## src/sv/hsfc_pkg.sv

```systemverilog
package hsfc_pkg;

  // Direction codes carried with each transaction.
  typedef enum logic {
    OP_S2H = 1'b0,
    OP_H2S = 1'b1
  } op_t;

  localparam logic [15:0] HALF_INF   = 16'h7c00;
  localparam logic [12:0] RND_HALF   = 13'h1000;
  localparam logic [31:0] SGL_INF    = 32'h7f800000;

  // Decoded operand handed from the first to the second stage.
  typedef struct packed {
    op_t         op;
    logic        sign;
    logic [7:0]  sexp;
    logic [22:0] sfrac;
    logic [4:0]  hexp;
    logic [9:0]  hfrac;
    logic [3:0]  lz;     // leading zeros of a half fraction, 0..9 for nonzero values
  } dec_t;

  // Unrounded intermediate handed from the second to the third stage.
  typedef struct packed {
    op_t         op;
    logic        sign;
    logic        special; // result fully formed, no rounding needed
    logic [31:0] word;    // finished word when special is set
    logic [9:0]  hm;      // truncated half mantissa
    logic [4:0]  hexp;
    logic        rbit;
    logic        sticky;
  } mid_t;

  // Count leading zeros of a 10-bit half fraction.
  function automatic logic [3:0] lzc10(input logic [9:0] f);
    logic [3:0] n;
    logic       found;
    n = 4'd0;
    found = 1'b0;
    for (int i = 9; i >= 0; i--) begin
      if (!found) begin
        if (f[i]) begin
          found = 1'b1;
        end else begin
          n = n + 4'd1;
        end
      end
    end
    return n;
  endfunction

endpackage

```

## src/sv/half_single_float_convert_top.sv

```systemverilog
// Converts between binary32 and binary16 in a three-stage pipeline: field
// decode with a leading-zero count, alignment and special-case handling,
// then rounding to nearest even for half results. One transaction enters
// per cycle while the output is not stalled; a stall on the output holds
// the whole pipeline.
module half_single_float_convert_top (
  input  logic        clk,
  input  logic        rst_n,
  input  logic        in_tvalid,
  output logic        in_tready,
  input  logic [39:0] in_tdata,   // [0] opcode, [32:1] operand_bits, zero fill
  output logic        out_tvalid,
  input  logic        out_tready,
  output logic [31:0] out_tdata   // [31:0] result_bits
);
  import hsfc_pkg::*;

  logic  en;
  logic  v1, v2;
  dec_t  dec;
  mid_t  mid;

  // The pipeline advances whenever the last stage is free or being drained.
  assign en        = out_tready || !out_tvalid;
  assign in_tready = en;

  hsfc_decode u_dec (
    .clk(clk), .rst_n(rst_n), .en(en), .in_vld(in_tvalid),
    .op(op_t'(in_tdata[0])), .bits(in_tdata[32:1]), .vld_r(v1), .dec_r(dec)
  );

  hsfc_align u_aln (
    .clk(clk), .rst_n(rst_n), .en(en), .in_vld(v1),
    .dec(dec), .vld_r(v2), .mid_r(mid)
  );

  hsfc_round u_rnd (
    .clk(clk), .rst_n(rst_n), .en(en), .in_vld(v2),
    .mid(mid), .vld_r(out_tvalid), .res_r(out_tdata)
  );

  // A half result never sets the upper word.
  a_upper_zero: assert property (@(posedge clk) disable iff (!rst_n)
    (en && v2 && mid.op == OP_S2H) |=> (out_tdata[31:16] == 16'd0))
    else $error("half result has upper bits set");

  // Stalls hold the pipeline output.
  a_hold: assert property (@(posedge clk) disable iff (!rst_n)
    (out_tvalid && !out_tready) |=> (out_tvalid && $stable(out_tdata)))
    else $error("output changed during stall");

  // Valid held in the align stage passes to the output register when the pipeline is enabled.
  a_flow: assert property (@(posedge clk) disable iff (!rst_n)
    (en && v2) |=> out_tvalid)
    else $error("valid lost in pipeline");

endmodule

```

## src/sv/hsfc_decode.sv

```systemverilog
module hsfc_decode (
  input  logic               clk,
  input  logic               rst_n,
  input  logic               en,
  input  logic               in_vld,
  input  hsfc_pkg::op_t      op,
  input  logic [31:0]        bits,
  output logic               vld_r,
  output hsfc_pkg::dec_t     dec_r
);
  import hsfc_pkg::*;

  dec_t dec_nxt;

  // Split fields for both directions and count the half leading zeros.
  always_comb begin
    dec_nxt.op    = op;
    dec_nxt.sign  = (op == OP_S2H) ? bits[31] : bits[15];
    dec_nxt.sexp  = bits[30:23];
    dec_nxt.sfrac = bits[22:0];
    dec_nxt.hexp  = bits[14:10];
    dec_nxt.hfrac = bits[9:0];
    dec_nxt.lz    = lzc10(bits[9:0]);
  end

  always_ff @(posedge clk) begin
    if (!rst_n) begin
      vld_r <= 1'b0;
    end else if (en) begin
      vld_r <= in_vld;
    end
  end

  always_ff @(posedge clk) begin
    if (en) begin
      dec_r <= dec_nxt;
    end
  end

endmodule

```

## src/sv/hsfc_align.sv

```systemverilog
module hsfc_align (
  input  logic               clk,
  input  logic               rst_n,
  input  logic               en,
  input  logic               in_vld,
  input  hsfc_pkg::dec_t     dec,
  output logic               vld_r,
  output hsfc_pkg::mid_t     mid_r
);
  import hsfc_pkg::*;

  mid_t        mid_nxt;
  logic [23:0] m;
  logic [4:0]  sh;
  logic [36:0] ext;
  logic [36:0] shd;
  logic [9:0]  nfrac;
  logic [7:0]  ne;
  logic [22:0] pay;

  // Handle special cases and align the single mantissa for rounding.
  always_comb begin
    m     = {1'b1, dec.sfrac};
    sh    = 5'd0;
    ext   = {m, 13'd0};
    shd   = '0;
    nfrac = dec.hfrac << (dec.lz + 4'd1);
    ne    = 8'd112 - {4'd0, dec.lz};
    pay   = {13'd0, dec.sfrac[22:13]};
    mid_nxt.op      = dec.op;
    mid_nxt.sign    = dec.sign;
    mid_nxt.special = 1'b1;
    mid_nxt.word    = '0;
    mid_nxt.hm      = dec.sfrac[22:13];
    mid_nxt.hexp    = 5'd0;
    mid_nxt.rbit    = dec.sfrac[12];
    mid_nxt.sticky  = |dec.sfrac[11:0];
    if (dec.op == OP_S2H) begin
      if (dec.sexp == 8'hff) begin
        if (dec.sfrac != 23'd0 && pay == 23'd0) begin
          pay = 23'd1;
        end
        mid_nxt.word = {16'd0, dec.sign, HALF_INF[14:10], pay[9:0]};
      end else if (dec.sexp > 8'd142) begin
        mid_nxt.word = {16'd0, dec.sign, HALF_INF[14:0]};
      end else if (dec.sexp < 8'd103) begin
        mid_nxt.word = {16'd0, dec.sign, 15'd0};
      end else if (dec.sexp < 8'd113) begin
        // Half subnormal: shift right by 1..10 then round.
        mid_nxt.special = 1'b0;
        sh  = 5'(8'd113 - dec.sexp);
        shd = ext >> sh;
        mid_nxt.hm     = shd[35:26];
        mid_nxt.rbit   = shd[25];
        mid_nxt.sticky = |shd[24:0] || |(ext & ~(shd << sh));
        mid_nxt.hexp   = 5'd0;
      end else begin
        mid_nxt.special = 1'b0;
        mid_nxt.hexp    = 5'(dec.sexp - 8'd112);
      end
    end else begin
      if (dec.hexp == 5'd0) begin
        if (dec.hfrac == 10'd0) begin
          mid_nxt.word = {dec.sign, 31'd0};
        end else begin
          mid_nxt.word = {dec.sign, ne, nfrac, 13'd0};
        end
      end else if (dec.hexp == 5'h1f) begin
        mid_nxt.word = {dec.sign, 31'd0} | SGL_INF | {9'd0, dec.hfrac, 13'd0};
      end else begin
        mid_nxt.word = {dec.sign, 8'({3'd0, dec.hexp} + 8'd112), dec.hfrac, 13'd0};
      end
    end
  end

  always_ff @(posedge clk) begin
    if (!rst_n) begin
      vld_r <= 1'b0;
    end else if (en) begin
      vld_r <= in_vld;
    end
  end

  always_ff @(posedge clk) begin
    if (en) begin
      mid_r <= mid_nxt;
    end
  end

endmodule

```

## src/sv/hsfc_round.sv

```systemverilog
module hsfc_round (
  input  logic               clk,
  input  logic               rst_n,
  input  logic               en,
  input  logic               in_vld,
  input  hsfc_pkg::mid_t     mid,
  output logic               vld_r,
  output logic [31:0]        res_r
);
  import hsfc_pkg::*;

  logic [31:0] res_nxt;
  logic        up;
  logic [15:0] mag;

  // Round to nearest even; the carry ripples naturally into the exponent.
  always_comb begin
    up  = mid.rbit && (mid.sticky || mid.hm[0]);
    mag = {1'b0, mid.hexp, mid.hm} + {15'd0, up};
    if (mag[14:10] == 5'h1f) begin
      mag = {1'b0, HALF_INF[14:0]};
    end
    if (mid.special) begin
      res_nxt = mid.word;
    end else begin
      res_nxt = {16'd0, mid.sign, mag[14:0]};
    end
  end

  always_ff @(posedge clk) begin
    if (!rst_n) begin
      vld_r <= 1'b0;
    end else if (en) begin
      vld_r <= in_vld;
    end
  end

  always_ff @(posedge clk) begin
    if (en) begin
      res_r <= res_nxt;
    end
  end

endmodule
```

## config.mk

```make
export PLATFORM = sky130hd
export DESIGN_NAME = half_single_float_convert_top
export DESIGN_NICKNAME = d
export VERILOG_FILES = /design/src/sv/hsfc_pkg.sv /design/src/sv/half_single_float_convert_top.sv /design/src/sv/hsfc_decode.sv /design/src/sv/hsfc_align.sv /design/src/sv/hsfc_round.sv
export SDC_FILE = /design/constraint.sdc
export NUM_CORES = 1
export LEC_CHECK = 0
export ABC_AREA = 1
export BUFFER_PORTS_ARGS = -buffer_cell sky130_fd_sc_hd__buf_2
export CORE_UTILIZATION = 45
export CTS_BUF_LIST = sky130_fd_sc_hd__clkbuf_8 sky130_fd_sc_hd__clkbuf_16
export DETAILED_ROUTE_END_ITERATION = 12
export PLACE_DENSITY = 0.64
export SYNTH_ARGS = -nofsm -noshare
export SYNTH_HDL_FRONTEND = slang
export SYNTH_SLANG_ARGS = --single-unit
```

## constraint.sdc

```tcl
create_clock -name clk -period 5.7 [get_ports clk]
set_input_delay 1.425 -clock clk [delete_from_list [all_inputs] [get_ports clk]]
set_output_delay 1.425 -clock clk [all_outputs]
set_load 0.01 [all_outputs]
```

==> metrics <==
clock latency on the worst-skew pair=roughly 0.42 ns; Die X=131 µm; setup_tns=0 ns; die span in y=about 130 µm; via count=6508; Post-CTS Setup Repair Bufs=0; Data arrival, critical path=between 4 and 5 ns; initial antenna violation count=0; crit-path max cell delay=about 0.30 ns; fmax=~220 MHz; FF-to-FF End=u_aln.mid_r[0]; top cells by instance count after synthesis=nand2_1 (265), nand3_1 (168), edfxtp_1 (116), inv_1 (93), nor2_1 (64); Clock Power Share=roughly 40%; Leak=4.06 nW; slowest CP cell=ha_1; synthesized flop and latch total=119; Worst-path clk slew=approximately 0.05 ns; drt total wl=17900 µm; Antenna Nets Post-Route=0; PortBufs=70; Flop pwr share=42.0%; post-CTS sizing=0; Final Skew=approximately 0.016 ns; syn_nets=985; fin crit period=around 4.6 ns; WHS Path Cells=1; cts bufs inserted=17; vias in the first global route=5952; hold path start=u_aln.vld_r; reg2reg start=u_dec.dec_r[43]; Iteration-0 DRC Markers=between 600 and 700; Slew Limit Fails=0; R2R Setup Slk=2.24 ns; number of flops mapped to enable cells by yosys=roughly 120; pwr/cell area=307 nW/µm²; Crit. End Element=flip-flop; Reg2Reg Depth=14; CP bufs+invs=5; combinational power share=about 18%; ratio of cells with drive above 1 in the final layout=14.1%; fin crit share=between 80 and 90%; largest net degree at the start of global routing=67; H-tree levels=4; DR WL/cell=approximately 15 µm; Syn. warnings=0; final setup fails=0; Inserted Diodes=0; IR drop worst, VDD=between 0.2 and 0.25 mV; top cell type's share of synthesized area=46.7%; Ports=78; Unique masters post-synth=42; element type at the critical path start=input port; CP Data Required Time=5.85 ns; synthesized area per cell=8.02 µm²; Total Power=roughly 2.6 mW; critical path peak fanout=6; Clock Sink Count=119; CTS tree=done; cell family with most CP delay=adder cells; GRT Total Usage=22.5%; Rows=46; die area=around 17000 µm²; Setup Crit Path Kind=input port to flip-flop; Clock Tree Root=clkbuf_16; Hold Path Sink=u_rnd.vld_r; Post-synth ARST share=0%; Via density=5.34; Starting Density=approximately 46%; outcome=finished, final reports clean; area delta synth->final=13.9%; Sw Pwr=0.722 mW; dpl hpwl=12900 µm; placer congestion estimate=0.930; Sw Share=27.7%; maxcap violations=0; final layout net count=1044; register area share after synthesis=between 40% and 50%; Core Region=16100 µm²; Yosys top cell by area=edfxtp_1; global-route wire length before repair=29300 µm; drt drc=0; gr ovfl total=0; most frequent cell after synthesis=nand2_1; cts hold-fix bufs=0; final hold vios=0; worst-case clock buffer depth=2; Primary FF master, synth=edfxtp_1; detailed-router iteration count before antenna repair=5; top area cells in the synthesized netlist=edfxtp_1 (47%), nand2_1 (13%), nand3_1 (11%); P_int=roughly 1.9 mW; RSZ-0062 raised after global routing=no; cell area after synthesis=between 7000 and 8000 µm²; Least-Margin Pin Slew=0.776 ns; Slew HR=48.3%; HP Class=flip-flop to flip-flop; Mapped Cells=slightly above 900; Most Frequent Cell on Critical Path=nand2_1
## worst register-to-register path, cell delays in order, from the launching register on
cell and delay (ns):
edfxtp_1 0.32, buf_4 0.30, inv_2 0.32, ha_1 0.80
inv_2 0.38, nand3_1 0.21, nand3_1 0.14, nand3_1 0.15
nand2_1 0.06, nor2_1 0.09, nand3_1 0.08, nor2_1 0.10
nand3_1 0.12, nand2_1 0.09, inv_1 0.04
## through the flow
step / instances / instance area, µm² / hold slack [ns] / util, % / worst slack (ns)
after floorplan: 930 / 7460 / 0.441 / - / 0.462
after global placement: 1186 / 7910 / 0.454 / 49.2 / 0.722
after detailed placement: 1186 / 7910 / 0.465 / 49.2 / 0.644
after CTS: 1218 / 8490 / 0.478 / 52.9 / 1.07
after global routing: 1218 / 8490 / 0.494 / 52.9 / 0.803
final: 1218 / 8490 / 0.472 / 52.9 / 1.10
## cell type report
| cell class | count | area [µm²] |
|---|---|---|
| Clock buffer | 18 | 439 |
| Clock inverter | 14 | 148 |
| Timing Repair Buffer | 76 | 395 |
| Tap cell | 216 | 270 |
| Sequential cell | 119 | 3540 |
| Multi-Input combinational cell | 673 | 3310 |
| Inverter | 102 | 385 |
| Fill cell | 1487 | 7560 |
## state kept, by name, indices dropped and copies added (netlist names)
register / cells
u_dec.vld_r: 1
u_aln.mid_r: 48
u_rnd.vld_r: 1
u_aln.vld_r: 1
u_dec.dec_r: 37
u_rnd.res_r: 31
## power groups by stage
stage | logic, mW | clock network [mW] | registers, mW
2_1_floorplan | 0.335 | 0 | 1.11
3_3_place_gp | 0.452 | 0 | 1.11
3_5_place_dp | 0.456 | 0 | 1.11
4_1_cts | 0.458 | 1.06 | 1.09
5_1_grt | 0.525 | 1.10 | 1.10
6_report | 0.463 | 1.05 | 1.09
## worst max path at each step
stage                 start        endpoint  slack (ns)  cells after the start
6_report       in_tdata[10]  u_dec.dec_r[1]        1.10                     25
5_1_grt        in_tdata[10]  u_dec.dec_r[1]        0.80                     25
4_1_cts        in_tdata[10]  u_dec.dec_r[1]        1.07                     25
3_5_place_dp   in_tdata[10]  u_dec.dec_r[1]        0.64                     25
3_3_place_gp   in_tdata[10]  u_dec.dec_r[1]        0.72                     25
2_1_floorplan    out_tready       in_tready        0.46                      2
## cells by family (layout without fill, tap and decap cells)
family                     count (synthesis)  count (layout)  synth area share, %
buffers and inverters                    138             210                 8.05
adders and majority gates                 11              11                 1.85
DFF                                      119             119                 47.5
muxes                                      7               7                0.973
xor gates and xnor gates                  12              12                 1.51
AOI/OAI and AO/OA                         89              89                 6.43
and+or+nand+nor                          554             554                 33.7
## per-layer routing
metal	GRT usage [%]	vias up	wire length, µm
li1	-	3251	-
met1	30.3	2958	8170
met2	35.1	254	8210
met3	4.48	45	1090
met4	9.80	0	420
met5	0	-	0
## placed cells by master (no fill, tap or decap), types with 7 or more instances in the layout
master and count:
nor2_1 64, inv_1 97, nand2_1 265, inv_2 7
buf_2 70, a21oi_1 38, ha_1 11, nand3_1 168
nand4_1 14, nor3_1 9, clkbuf_16 17, edfxtp_1 116
xor2_1 7, o21ai_0 36
No activity file was read; power rests on OpenSTA's default activity.
